==> config.mk <==
export PLATFORM = sky130hd
export DESIGN_NAME = day_count_to_ethiopian_date_unit
export DESIGN_NICKNAME = d
export VERILOG_FILES = /design/src/design/dce_pkg.sv /design/src/design/dce_cmp_sub.sv /design/src/design/day_count_to_ethiopian_date_unit.sv
export VERILOG_INCLUDE_DIRS = /design/src /design/src/design
export SDC_FILE = /design/constraint.sdc
export NUM_CORES = 1
export LEC_CHECK = 0
export BUFFER_PORTS_ARGS = -buffer_cell sky130_fd_sc_hd__buf_2
export CAP_MARGIN = 10
export CORE_MARGIN = 10
export CORE_UTILIZATION = 66
export DETAILED_ROUTE_END_ITERATION = 6
export HOLD_SLACK_MARGIN = 0.02
export PLACE_DENSITY = 0.95
export REMOVE_ABC_BUFFERS = 1
export SLEW_MARGIN = 15
export SYNTH_ARGS = -nofsm -noshare
export SYNTH_HDL_FRONTEND = slang
export SYNTH_SLANG_ARGS = --single-unit
==> constraint.sdc <==
create_clock -name clock -period 12.1 [get_ports clock]
set_input_delay 1.21 -clock clock [delete_from_list [all_inputs] [get_ports clock]]
set_output_delay 1.21 -clock clock [all_outputs]
set_load 0.1 [all_outputs]
==> src/design/day_count_to_ethiopian_date_unit_macros.svh <==
// Assertion macros shared by the date conversion RTL.
`ifndef DAY_COUNT_TO_ETHIOPIAN_DATE_UNIT_MACROS_SVH
`define DAY_COUNT_TO_ETHIOPIAN_DATE_UNIT_MACROS_SVH

// Same-cycle implication, muted during reset.
`define DCE_ASSERT_NOW(label, clk, rst, ante, cons) \
   label: assert property (@(posedge clk) disable iff (rst) (ante) |-> (cons)) \
      else $error("dce assertion failed");

// Next-cycle implication, muted during reset.
`define DCE_ASSERT_NEXT(label, clk, rst, ante, cons) \
   label: assert property (@(posedge clk) disable iff (rst) (ante) |=> (cons)) \
      else $error("dce assertion failed");

`endif

==> src/design/dce_pkg.sv <==
// Types and constants for the day count to Ethiopian date converter.
`timescale 1ns / 1ps
`default_nettype none
package dce_pkg;

   localparam int DAY_BITS   = 20;
   localparam int REM_BITS   = 21;
   localparam int QUO_BITS   = 10;
   localparam int WK_BITS    = 13;
   localparam int DATA_BITS  = 24;

   localparam logic [REM_BITS-1:0] EPOCH_SHIFT     = 21'd534107;
   localparam logic [REM_BITS-1:0] CYCLE_DAYS      = 21'd1461;
   localparam logic [REM_BITS-1:0] COMMON_YEAR_LEN = 21'd365;
   localparam logic [REM_BITS-1:0] MONTH_DAYS      = 21'd30;
   localparam logic [REM_BITS-1:0] WEEK_DAYS       = 21'd7;
   localparam logic [11:0]         FIRST_YEAR      = 12'd500;
   localparam logic [WK_BITS-1:0]  WEEK_OFFSET     = 13'd3;

   // operands into the shared compare/subtract unit
   typedef struct packed {
      logic [REM_BITS-1:0] minuend;
      logic [REM_BITS-1:0] divisor;
   } unit_req_type;

   // result of the shared unit
   typedef struct packed {
      logic                ge;
      logic [REM_BITS-1:0] diff;
   } unit_rsp_type;

endpackage
`default_nettype wire

==> src/design/dce_cmp_sub.sv <==
// Shared compare and subtract unit for the restoring reduction steps.
`timescale 1ns / 1ps
`default_nettype none
module dce_cmp_sub (
   input  dce_pkg::unit_req_type req,
   output dce_pkg::unit_rsp_type rsp
);
   import dce_pkg::*;

   logic [REM_BITS:0] wide_diff;

   // one wide subtract; the borrow tells whether the divisor fits
   always_comb begin
      wide_diff = {1'b0, req.minuend} - {1'b0, req.divisor};
      rsp.ge    = ~wide_diff[REM_BITS];
      rsp.diff  = wide_diff[REM_BITS-1:0];
   end

endmodule
`default_nettype wire

==> src/design/day_count_to_ethiopian_date_unit.sv <==
// Top level: sequencer that turns a signed day count into an Ethiopian date.
//
//  channel | dir | handshake              | payload
//  req     | in  | req_tvalid/req_tready  | tdata day_number, tuser missing
//  rsp     | out | rsp_tvalid/rsp_tready  | tdata year/month/day/weekday, tuser valid
//
// A present item passes, from accept to result, through 10 steps of
// four-year cycles, 1 weekday setup, 10 weekday steps, 1 to 4 year steps,
// 4 month steps and a finish step, all through the one compare/subtract unit.
// A missing item goes straight to the finish step. The next word is taken once
// the unit is idle, even while a result still waits in the output register.
// Reset is synchronous; a stalled result holds the sequencer in its finish step.
`timescale 1ns / 1ps
`default_nettype none
`include "day_count_to_ethiopian_date_unit_macros.svh"
module day_count_to_ethiopian_date_unit (
   input  wire                           clock,
   input  wire                           reset,
   input  wire                           req_tvalid,
   output logic                          req_tready,
   // [19:0] day_number, [23:20] zero
   input  wire  [dce_pkg::DATA_BITS-1:0] req_tdata,
   // [0] missing
   input  wire                           req_tuser,
   output logic                          rsp_tvalid,
   input  wire                           rsp_tready,
   // [11:0] cal_year, [15:12] cal_month, [20:16] cal_day, [23:21] week_day
   output logic [dce_pkg::DATA_BITS-1:0] rsp_tdata,
   // [0] valid_res
   output logic                          rsp_tuser
);
   import dce_pkg::*;

   localparam logic [2:0] ST_IDLE  = 3'd0;
   localparam logic [2:0] ST_CYC   = 3'd1;
   localparam logic [2:0] ST_WLOAD = 3'd2;
   localparam logic [2:0] ST_WEEK  = 3'd3;
   localparam logic [2:0] ST_YEAR  = 3'd4;
   localparam logic [2:0] ST_MON   = 3'd5;
   localparam logic [2:0] ST_FIN   = 3'd6;

   localparam logic [3:0] CYC_TOP  = 4'd9;
   localparam logic [3:0] WEEK_TOP = 4'd9;
   localparam logic [3:0] MON_TOP  = 4'd3;

   logic [2:0]           state_ff, state_in;
   logic [3:0]           step_ff, step_in;
   logic [REM_BITS-1:0]  rem_ff, rem_in;
   logic [QUO_BITS-1:0]  quo_ff, quo_in;
   logic [WK_BITS-1:0]   wk_ff, wk_in;
   logic [1:0]           k_ff, k_in;
   logic [3:0]           mon_ff, mon_in;
   logic                 miss_ff, miss_in;
   logic                 rsp_valid_ff, rsp_valid_in;
   logic [DATA_BITS-1:0] rsp_data_ff, rsp_data_in;
   logic                 rsp_user_ff, rsp_user_in;

   unit_req_type         unit_req;
   unit_rsp_type         unit_rsp;
   logic [DAY_BITS+1:0]  shifted_day;
   logic                 out_free;

   dce_cmp_sub u_cmp_sub (
      .req (unit_req),
      .rsp (unit_rsp)
   );

   assign req_tready = (state_ff == ST_IDLE);
   assign rsp_tvalid = rsp_valid_ff;
   assign rsp_tdata  = rsp_data_ff;
   assign rsp_tuser  = rsp_user_ff;
   assign out_free   = ~rsp_valid_ff | rsp_tready;

   // day count moved so that Meskerem 1 of year 500 is day zero
   assign shifted_day = $signed({{2{req_tdata[DAY_BITS-1]}}, req_tdata[DAY_BITS-1:0]})
                        + $signed({1'b0, EPOCH_SHIFT});

   // operand select for the shared unit
   always_comb begin
      unit_req.minuend = rem_ff;
      unit_req.divisor = COMMON_YEAR_LEN;
      case (state_ff)
         ST_CYC:  unit_req.divisor = CYCLE_DAYS << step_ff;
         ST_WEEK: begin
            unit_req.minuend = REM_BITS'(wk_ff);
            unit_req.divisor = WEEK_DAYS << step_ff;
         end
         ST_MON:  unit_req.divisor = MONTH_DAYS << step_ff;
         default: unit_req.divisor = COMMON_YEAR_LEN;
      endcase
   end

   // sequencer
   always_comb begin
      state_in     = state_ff;
      step_in      = step_ff;
      rem_in       = rem_ff;
      quo_in       = quo_ff;
      wk_in        = wk_ff;
      k_in         = k_ff;
      mon_in       = mon_ff;
      miss_in      = miss_ff;
      rsp_data_in  = rsp_data_ff;
      rsp_user_in  = rsp_user_ff;
      rsp_valid_in = rsp_valid_ff & ~rsp_tready;
      unique case (state_ff)
         ST_IDLE: begin
            if (req_tvalid) begin
               miss_in = req_tuser;
               rem_in  = shifted_day[REM_BITS-1:0];
               quo_in  = '0;
               step_in = CYC_TOP;
               state_in = req_tuser ? ST_FIN : ST_CYC;
            end
         end
         ST_CYC: begin
            if (unit_rsp.ge) begin
               rem_in = unit_rsp.diff;
               quo_in[step_ff] = 1'b1;
            end
            if (step_ff == 4'd0) state_in = ST_WLOAD;
            else step_in = step_ff - 4'd1;
         end
         ST_WLOAD: begin
            // u mod 7 follows from 1461 mod 7 = 5
            wk_in = WK_BITS'({quo_ff, 2'b00}) + WK_BITS'(quo_ff)
                    + WK_BITS'(rem_ff[10:0]) + WEEK_OFFSET;
            step_in  = WEEK_TOP;
            state_in = ST_WEEK;
         end
         ST_WEEK: begin
            if (unit_rsp.ge) wk_in = unit_rsp.diff[WK_BITS-1:0];
            if (step_ff == 4'd0) begin
               k_in     = '0;
               state_in = ST_YEAR;
            end else begin
               step_in = step_ff - 4'd1;
            end
         end
         ST_YEAR: begin
            // the last day of a cycle stays in the leap year
            if (unit_rsp.ge && (k_ff != 2'd3)) begin
               rem_in = unit_rsp.diff;
               k_in   = k_ff + 2'd1;
            end else begin
               mon_in   = '0;
               step_in  = MON_TOP;
               state_in = ST_MON;
            end
         end
         ST_MON: begin
            if (unit_rsp.ge) begin
               rem_in = unit_rsp.diff;
               mon_in[step_ff[1:0]] = 1'b1;
            end
            if (step_ff == 4'd0) state_in = ST_FIN;
            else step_in = step_ff - 4'd1;
         end
         ST_FIN: begin
            if (out_free) begin
               rsp_valid_in = 1'b1;
               if (miss_ff) begin
                  rsp_data_in = '0;
                  rsp_user_in = 1'b0;
               end else begin
                  rsp_data_in[11:0]  = FIRST_YEAR + {quo_ff, 2'b00} + 12'(k_ff);
                  rsp_data_in[15:12] = mon_ff + 4'd1;
                  rsp_data_in[20:16] = rem_ff[4:0] + 5'd1;
                  rsp_data_in[23:21] = wk_ff[2:0] + 3'd1;
                  rsp_user_in        = 1'b1;
               end
               state_in = ST_IDLE;
            end
         end
         default: state_in = ST_IDLE;
      endcase
   end

   // control registers
   always_ff @(posedge clock) begin
      if (reset) begin
         state_ff     <= ST_IDLE;
         rsp_valid_ff <= 1'b0;
      end else begin
         state_ff     <= state_in;
         rsp_valid_ff <= rsp_valid_in;
      end
   end

   // datapath registers
   always_ff @(posedge clock) begin
      step_ff     <= step_in;
      rem_ff      <= rem_in;
      quo_ff      <= quo_in;
      wk_ff       <= wk_in;
      k_ff        <= k_in;
      mon_ff      <= mon_in;
      miss_ff     <= miss_in;
      rsp_data_ff <= rsp_data_in;
      rsp_user_ff <= rsp_user_in;
   end

   `DCE_ASSERT_NOW(a_year_rem, clock, reset, state_ff == ST_YEAR, rem_ff < CYCLE_DAYS)
   `DCE_ASSERT_NOW(a_mon_rem, clock, reset, state_ff == ST_MON, rem_ff < (COMMON_YEAR_LEN + 21'd1))
   `DCE_ASSERT_NOW(a_week_rem, clock, reset, state_ff == ST_WEEK, wk_ff < 13'd7168)
   `DCE_ASSERT_NOW(a_month_range, clock, reset, rsp_tvalid && rsp_tuser,
      (rsp_tdata[15:12] != 4'd0) && (rsp_tdata[15:12] <= 4'd13))
   `DCE_ASSERT_NEXT(a_fin_done, clock, reset, state_ff == ST_FIN && out_free,
      rsp_tvalid && (state_ff == ST_IDLE))

endmodule
`default_nettype wire
==> reports/summary.md, run 1 <==
Timing
* **portion of the clock cycle consumed by the worst path in the final layout** 0.460
* **endpoints failing hold** 0
* **count of endpoints failing setup in the final report** 0
* **upper clock frequency limit** 179 MHz
* **time the worst path needs with I/O delays and setup** 5.57 ns
* **post-layout worst setup margin** 6.53 ns
* **RSZ-0062 raised after global routing** no
* **summed negative setup slack over all endpoints** 0 ns
* **worst slew margin relative to its limit** 0.330
* **pin slew with the least headroom to its limit** 1.01 ns
* **max-slew violation total from the final report** 0
* **Setup Skew** 0.00966 ns

Critical path
* **slowest stage delay, CP** 0.83 ns
* **maximum fanout encountered on the critical timing path** 25
* **kind of critical path** register to register
* **launch point of the worst reg-to-reg path** state_ff[2]
* **Critical path buffers and inverters** 0
* **CP Data Arrival Time** 5.58 ns
* **endpoint required time on the critical path** 12.10 ns
* **worst-path cell chain** nand2b_1, a21oi_1, nand2b_1, nor2_1, or3_1, and3_1, o21ai_1, ha_1, and3_2, nand3_2, or3_1, o21ba_2, a21oi_1
* **critical path startpoint** state_ff[2]
* **startpoint kind of the worst setup timing path** register
* **slowest cell on the critical path** dfxtp_1
* **Top Family by Delay on Critical Path** simple AND/OR/NAND/NOR gates
* **Critical Path End Type** register

GRT
* **global-route wire length before repair** 27.7 mm
* **aggregate global routing overflow** 0
* **overall global routing resource usage** 0.231
* **vias in the first global route** 5802
* **number of antenna violations at the first check in global routing** 0
* **maximum number of pins on one net before global-route repair** 45

Floorplan
* **initial core utilization** 0.682
* **standard-cell row count** 36
* **die area** 14600 um2
* **die outline height** 121 um
* **number of I/O pins** 56
* **core region area** 9820 um2
* **Die X** 121 um

Clock tree
* **CTS H-tree lvls** 3
* **cts hold-fix bufs** 0
* **cell at the root of the clock tree** clkbuf_8
* **post-CTS repair timing setup buffer count** 0
* **Longest Clk Path Bufs** 2
* **number of buffers created by CTS** 9
* **clock sinks** 84
* **post_cts resized** 0
* **clk slew on worst S/H paths** 0.09 ns
* **TritonCTS clock tree** done
* **insertion delay of the later-clocked pin in the worst-skew pair** 0.38 ns

Route
* **average wire per cell in the routed design** 18.2 um
* **remaining number of nets flagged by the antenna check after routing** 0
* **number of violations reported at the end of detailed-routing iteration 0** 542
* **via density per instance** 6.41
* **first-pass detailed-route iteration total** 6
* **final routed DRC violation total** 0
* **total wirelength of the detailed-routed design** 16.8 mm
* **Vias** 5919

Yosys
* **count of state elements after synthesis** 84
* **share of synthesized area occupied by flip-flops and latches** 0.371
* **mean instance size in the synthesized netlist** 8.98 um2
* **post-synthesis instance area** 6700 um2
* **asr flop ratio synth** 0
* **number of flops mapped to enable cells by yosys** 80
* **post-synthesis cell type count** 76
* **Yosys warnings** 0
* **number of instances in the synthesized netlist** 746
* **leading register cell type out of synthesis** edfxtp_1

Final layout
* **# diodes** 0
* **share of cells above drive strength 1** 0.124
* **summed area of non-filler cells in the final layout** 7260 um2
* **area grow syn2layout** 8.31%
* **Final nets** 869
* **Layout Utilization** 0.739
* **number of fill cells** 733

Min path
* **hold path startpoint** mon_ff[3]
* **Hold Path Class** register to register

Placement
* **count of port buffers added during placement** 51
* **placed cell area** 7060 um2
* **post-detailed-placement half-perimeter wirelength** 12.4 mm
* **routability-driven placement congestion ratio** 0.916
* **worst setup slack before clock tree synthesis** 6.40 ns

Run status
* **result of the run** completed

Job
* **max capacitance violation total** 0

cell type report:
type / count / area, um2 / share of cell area
Multi-Input combinational cell: 606 / 4010 / 0.552
Sequential cell: 84 / 2480 / 0.342
Timing Repair Buffer: 59 / 323 / 0.0445
Tap cell: 133 / 166 / 0.0229
Clock buffer: 9 / 124 / 0.0171
Inverter: 25 / 93.8 / 0.0129
Clock inverter: 7 / 60.1 / 0.00828
layer usage:
metal	GRT usage	vias up	part of all wire
met5	0	-	0
met4	0.105	0	0.028
met2	0.391	318	0.48
met3	0.0456	57	0.088
met1	0.279	2759	0.40
li1	-	2785	-
cell usage in the layout, fill, tap and decap left out, types with 11 or more instances in the layout:
master,count
xor2_1,28
buf_2,51
nor3_1,16
and2_1,12
o21ai_0,45
edfxtp_1,80
mux2i_1,11
nand2b_1,14
nor2_1,92
nor2b_1,12
inv_1,22
ha_1,45
a21oi_1,56
nand3_1,19
nand2_1,92
xnor2_1,26
final timing paths:
kind / to / slack, ns / depth (start not counted)
min reg2reg: mon_ff[3] / 0.60 / 2
max reg2reg: quo_ff[8] / 6.53 / 13
min: mon_ff[3] / 0.60 / 2
max: quo_ff[8] / 6.53 / 13
Yosys cell counts, drive strengths merged, types with 6 or more instances:
master,number,share of area
nand3,20,0.016
o21a,10,0.011
and2,12,0.011
o21ai,52,0.039
fa,10,0.030
inv,24,0.013
nor2b,13,0.013
nand2,92,0.052
buf,17,0.012
xnor2,26,0.034
o31ai,6,0.0067
a21oi,56,0.042
nor2,92,0.052
xor2,28,0.037
a31oi,6,0.0056
nand2b,14,0.013
edfxtp,80,0.36
a211oi,10,0.013
o22ai,7,0.0065
ha,45,0.084
clkbuf,14,0.0078
mux2i,11,0.016
and3,6,0.0058
nor3,17,0.013
kinds of logic after synthesis:
group | count (synthesis) | share of synthesized area
buffers and inverters | 56 | 0.0342
AO/OA/AOI/OAI | 193 | 0.190
multiplexers | 14 | 0.0215
adder cells (fa/ha/maj) | 55 | 0.114
XOR/XNOR | 54 | 0.0706
AND/OR/NAND/NOR | 290 | 0.199
flip-flops | 84 | 0.371
worst register-to-register path, cell delays in order (launching register included):
cell	delay, ns
dfxtp_1	0.83
nand2b_1	0.27
a21oi_1	0.76
nand2b_1	0.38
nor2_1	0.07
or3_1	0.35
and3_1	0.19
o21ai_1	0.18
ha_1	0.30
and3_2	0.25
nand3_2	0.11
or3_1	0.43
o21ba_2	0.29
a21oi_1	0.79
state kept, by name (all words and copies together), names as in the netlist:
register and flops:
quo_ff 10, rsp_tvalid 1, rem_ff 21, state_ff 3, miss_ff 1, mon_ff 4, step_ff 4, k_ff 2
wk_ff 13, rsp_tdata 24, rsp_tuser 1
stage by stage:
stage | hold slack, ns | instances
floorplan | 0.541 | 715
global placement | 0.556 | 906
detailed placement | 0.582 | 906
CTS | 0.603 | 922
global route | 0.619 | 923
finish | 0.598 | 923
Power of run 1 is left out: the tool's default activity adds up to more than one toggle a clock period on the data nets, which glitch-free logic cannot reach.
==> run 2, diff against run 1 <==
CORE_UTILIZATION = 61   (was 66)
PLACE_DENSITY = 0.91   (was 0.95)
clock period = 5.5 ns   (was 12.1 ns; I/O delays follow)
==> run 2 against run 1 <==
Global-route usage shrank 1.6 points. Clock skew grew 0.00095 ns. Cell count grew 1.2%. Die area grew 6.8%. Sequential share of layout area shrank 0.34 points. Worst hold slack lost 0.22 ns. Maximum frequency grew 17%. Cell area grew 1.0%. Via count shrank 0.30%. Routed wire length grew 2.8%. Worst setup slack lost 5.8 ns.
==> reports/summary.md, run 2 (same netlist as run 1, synthesis figures left out) <==
Timing
* **portion of the clock cycle consumed by the worst path in the final layout** 0.864
* **pin slew with the least headroom to its limit** 0.998 ns
* **upper clock frequency limit** 210 MHz
* **endpoints failing hold** 0
* **count of endpoints failing setup in the final report** 0
* **RSZ-0062 raised after global routing** no
* **Setup Skew** 0.0106 ns
* **max-slew violation total from the final report** 0
* **time the worst path needs with I/O delays and setup** 4.75 ns
* **worst slew margin relative to its limit** 0.335

Critical path
* **Critical Path End Type** register
* **kind of critical path** register to register
* **endpoint required time on the critical path** 5.51 ns
* **end of the critical path** step_ff[1]
* **critical path startpoint** step_ff[2]
* **CP Data Arrival Time** 4.76 ns
* **maximum fanout encountered on the critical timing path** 32
* **launch point of the worst reg-to-reg path** step_ff[2]
* **slack of the worst reg-to-reg path** 0.75 ns
* **Worst Reg-to-Reg Cells** 14
* **end of the worst register-to-register path** step_ff[1]
* **startpoint kind of the worst setup timing path** register

Route
* **first-pass detailed-route iteration total** 5
* **average wire per cell in the routed design** 18.5 um
* **remaining number of nets flagged by the antenna check after routing** 0
* **Vias** 5901
* **final routed DRC violation total** 0
* **total wirelength of the detailed-routed design** 17.3 mm
* **via density per instance** 6.32
* **number of violations reported at the end of detailed-routing iteration 0** 582

GRT
* **global-route wire length before repair** 28.2 mm
* **number of antenna violations at the first check in global routing** 0
* **vias in the first global route** 5801
* **maximum number of pins on one net before global-route repair** 33
* **aggregate global routing overflow** 0
* **overall global routing resource usage** 0.215

Clock tree
* **number of buffers created by CTS** 9
* **insertion delay of the later-clocked pin in the worst-skew pair** 0.37 ns
* **cell at the root of the clock tree** clkbuf_8
* **Longest Clk Path Bufs** 2
* **post-CTS repair timing setup buffer count** 0
* **clk slew on worst S/H paths** 0.09 ns
* **clock sinks** 84
* **TritonCTS clock tree** done
* **cts hold-fix bufs** 0
* **CTS H-tree lvls** 3
* **post_cts resized** 0

Placement
* **count of port buffers added during placement** 51
* **routability-driven placement congestion ratio** 0.950
* **post-detailed-placement half-perimeter wirelength** 12.8 mm
* **placed cell area** 7110 um2

Floorplan
* **number of I/O pins** 56
* **die outline height** 125 um
* **Die X** 125 um
* **core region area** 10800 um2
* **initial core utilization** 0.621
* **die area** 15600 um2
* **standard-cell row count** 38

Final layout
* **Final nets** 874
* **number of fill cells** 825
* **commonest cells after routing, fill and taps aside** nor2_1 (92), nand2_1 (92), edfxtp_1 (80)
* **flip-flop count of the largest register, all copies and words added** 24
* **# diodes** 0
* **summed area of non-filler cells in the final layout** 7330 um2
* **registers with the most flip-flops** rsp_tdata (24), rem_ff (21), wk_ff (13)
* **area grow syn2layout** 9.41%
* **Largest Register** rsp_tdata
* **share of cells above drive strength 1** 0.128

Min path
* **hold path startpoint** reset
* **Hold Path Class** input port to register

Job
* **max capacitance violation total** 0

Run status
* **result of the run** completed

==> run 2: layer usage <==
metal | GRT usage | vias to the layer above | share of wire
met5 | 0 | - | 0
met4 | 0.101 | 0 | 0.031
met3 | 0.0353 | 41 | 0.089
met2 | 0.365 | 313 | 0.48
met1 | 0.261 | 2758 | 0.40
li1 | - | 2789 | -
==> run 2: how the worst min path moves through the flow <==
stage	end	cells after the start
5_1_grt	rsp_tvalid	2
2_1_floorplan	rsp_tdata[1]	1
3_3_place_gp	rsp_tdata[1]	1
4_1_cts	rsp_tvalid	2
6_report	rsp_tvalid	2
3_5_place_dp	rsp_tdata[21]	1
==> run 2: final cells by class <==
| type | instances | area, um2 | area share |
|---|---|---|---|
| flip-flops and latches | 84 | 2480 | 0.339 |
| clock inverters | 6 | 95.1 | 0.0130 |
| clock buffers | 9 | 124 | 0.0169 |
| multi-input cells | 606 | 4010 | 0.547 |
| repair buffers | 64 | 353 | 0.0481 |
| well taps | 140 | 175 | 0.0239 |
| inverters | 25 | 93.8 | 0.0128 |
==> run 2: through the flow <==
stage	setup TNS, ns	instances	hold slack [ns]	utilization	setup slack (ns)
final	0	934	0.378	0.679	0.748
after detailed placement	0	919	0.586	0.659	0.835
after CTS	0	934	0.374	0.679	0.800
after global placement	0	919	0.563	0.659	0.862
after floorplan	-11.69	715	0.541	-	-0.557
after global routing	0	934	0.382	0.679	0.346
==> run 2: critical path, cell delays in order (launching register included) <==
cell and delay, ns:
edfxtp_1 1.02, o21ai_0 0.23, a311o_1 0.39, a21oi_1 0.29, nand2_1 0.10, o21ai_0 0.10, nand2_1 0.10, ha_1 0.41
o21ai_0 0.27, o21ai_1 0.12, a31o_2 0.24, a21o_1 0.22, o21ba_2 0.35, nor2_1 0.09, a2111oi_2 0.45
Power of run 2 is left out for the same reason.
==> run 3, diff against run 2 <==
==> constraint.sdc (replaced) <==
create_clock -name clock -period 5.5 [get_ports clock]
set_input_delay 0.825 -clock clock [delete_from_list [all_inputs] [get_ports clock]]
set_output_delay 0.825 -clock clock [all_outputs]
set_load 0.1 [all_outputs]
==> run 3 against run 2 <==
Cell area down 0.53%. Flip-flop and latch count unchanged. Worst setup slack worse by 0.18 ns. Maximum frequency down 3.6%. Clock skew up 0.0061 ns.
==> reports/summary.md, run 3 (same netlist as run 1, synthesis figures left out) <==
Run status
* **result of the run** completed

Timing
* **max-slew violation total from the final report** 0
* **time the worst path needs with I/O delays and setup** 4.93 ns
* **upper clock frequency limit** 203 MHz
* **post-layout worst setup margin** 0.571 ns
* **endpoints failing hold** 0
* **pin slew with the least headroom to its limit** 0.992 ns
* **count of endpoints failing setup in the final report** 0
* **portion of the clock cycle consumed by the worst path in the final layout** 0.896
* **worst slew margin relative to its limit** 0.339
* **RSZ-0062 raised after global routing** no
* **Setup Skew** 0.0167 ns

Critical path
* **worst-path cell chain** buf_4, nand2b_1, a21oi_1, nand2b_1, nor2_1, or3_1, and3_1, o21ai_1, ha_1, and3_2, nand3_2, or3_1, o21ba_2, o31ai_4, buf_4
* **Worst Reg-to-Reg Cells** 15
* **slowest stage delay, CP** 0.70 ns
* **critical path startpoint** state_ff[1]
* **end of the worst register-to-register path** rem_ff[11]
* **launch point of the worst reg-to-reg path** state_ff[1]
* **slack of the worst reg-to-reg path** 0.57 ns
* **Critical Path End Type** register
* **Critical path buffers and inverters** 2
* **Top Family by Delay on Critical Path** simple AND/OR/NAND/NOR gates
* **CP Data Arrival Time** 4.97 ns
* **slowest cell on the critical path** a21oi_1
* **endpoint required time on the critical path** 5.55 ns
* **startpoint kind of the worst setup timing path** register
* **maximum fanout encountered on the critical timing path** 21
* **kind of critical path** register to register

Final layout
* **area of combinational cells with multiple inputs** 4010 um2
* **Largest Register** rsp_tdata
* **commonest cells after routing, fill and taps aside** nor2_1 (92), nand2_1 (92), edfxtp_1 (80)
* **flip-flop count of the largest register, all copies and words added** 24
* **area grow syn2layout** 8.83%
* **area used by sequential logic in the layout** 2480 um2
* **share of cells above drive strength 1** 0.128
* **registers with the most flip-flops** rsp_tdata (24), rem_ff (21), wk_ff (13)
* **Final nets** 874
* **# diodes** 0
* **number of fill cells** 849

GRT
* **aggregate global routing overflow** 0
* **number of antenna violations at the first check in global routing** 0
* **vias in the first global route** 5900
* **global-route wire length before repair** 29.2 mm
* **overall global routing resource usage** 0.223
* **maximum number of pins on one net before global-route repair** 33

Route
* **WL met1** 6.96 mm
* **met3 wirelength from detailed routing** 1.55 mm
* **Vias** 5902
* **final routed DRC violation total** 0
* **number of violations reported at the end of detailed-routing iteration 0** 699
* **remaining number of nets flagged by the antenna check after routing** 0
* **via density per instance** 6.31
* **total wirelength of the detailed-routed design** 17.4 mm
* **highest signal layer in the routed design** met4
* **first-pass detailed-route iteration total** 5
* **average wire per cell in the routed design** 18.7 um
* **routed length on met2** 8.37 mm

Clock tree
* **clk slew on worst S/H paths** 0.09 ns
* **number of buffers created by CTS** 9
* **clock sinks** 84
* **post-CTS repair timing setup buffer count** 0
* **insertion delay of the later-clocked pin in the worst-skew pair** 0.39 ns
* **post_cts resized** 0
* **Longest Clk Path Bufs** 2
* **TritonCTS clock tree** done
* **cell at the root of the clock tree** clkbuf_8
* **CTS H-tree lvls** 3
* **cts hold-fix bufs** 0

Min path
* **Hold Path Class** register to register
* **worst-case hold path end point** k_ff[0]
* **hold path startpoint** k_ff[0]
* **Cells on Worst Hold Path** 1

Floorplan
* **core region area** 10800 um2
* **standard-cell row count** 38
* **Die X** 125 um
* **die area** 15600 um2
* **die outline height** 125 um
* **number of I/O pins** 56
* **initial core utilization** 0.621

Placement
* **worst setup slack before clock tree synthesis** 0.676 ns
* **routability-driven placement congestion ratio** 0.914
* **count of port buffers added during placement** 51
* **post-detailed-placement half-perimeter wirelength** 13.0 mm

Job
* **max capacitance violation total** 0

==> run 3: cell types whose count changed in the layout (fill, tap and decap cells not counted), sizes merged <==
cell / before / now
bufinv: 2 / 0
clkinv: 3 / 2
clkinvlp: 0 / 2
inv: 26 / 28
==> run 3: worst max path at each step <==
stage / cells past startpoint / to / slack (ns)
floorplan: 12 / rem_ff[0] / -0.56
global placement: 16 / step_ff[3] / 0.72
detailed placement: 16 / step_ff[3] / 0.68
CTS: 16 / step_ff[3] / 0.65
global route: 16 / step_ff[3] / 0.25
finish: 15 / rem_ff[11] / 0.57
==> run 3: per-layer routing <==
| metal | vias to the layer above | GRT usage |
|---|---|---|
| met5 | - | 0 |
| met4 | 0 | 0.0994 |
| met3 | 54 | 0.0434 |
| met2 | 306 | 0.373 |
| met1 | 2753 | 0.271 |
| li1 | 2789 | - |
==> run 3: final cells by class <==
type                    instances  area share
clock buffers                   9      0.0170
clock inverters                 7     0.00772
inverters                      25      0.0129
multi-input cells             606       0.550
flip-flops and latches         84       0.340
well taps                     140      0.0240
repair buffers                 64      0.0484
==> run 3: metrics by stage <==
step                      utilization  TNS [ns]  hold WS (ns)  cell area (um2)  cells
after global routing            0.676         0         0.619             7290    935
after global placement          0.659         0         0.562             7110    919
after detailed placement        0.659         0         0.583             7110    919
after floorplan                     -    -11.69         0.541             6560    715
after CTS                       0.676         0         0.596             7290    935
final                           0.676         0         0.596             7290    935
==> run 3: worst reg2reg max path, cell delays in order, from the launching register on <==
cell and delay [ns]:
dfxtp_1 0.34, buf_4 0.21, nand2b_1 0.23, a21oi_1 0.70, nand2b_1 0.37, nor2_1 0.06, or3_1 0.34, and3_1 0.18
o21ai_1 0.15, ha_1 0.29, and3_2 0.26, nand3_2 0.12, or3_1 0.43, o21ba_2 0.29, o31ai_4 0.23, buf_4 0.38
Power of run 3 is left out for the same reason.
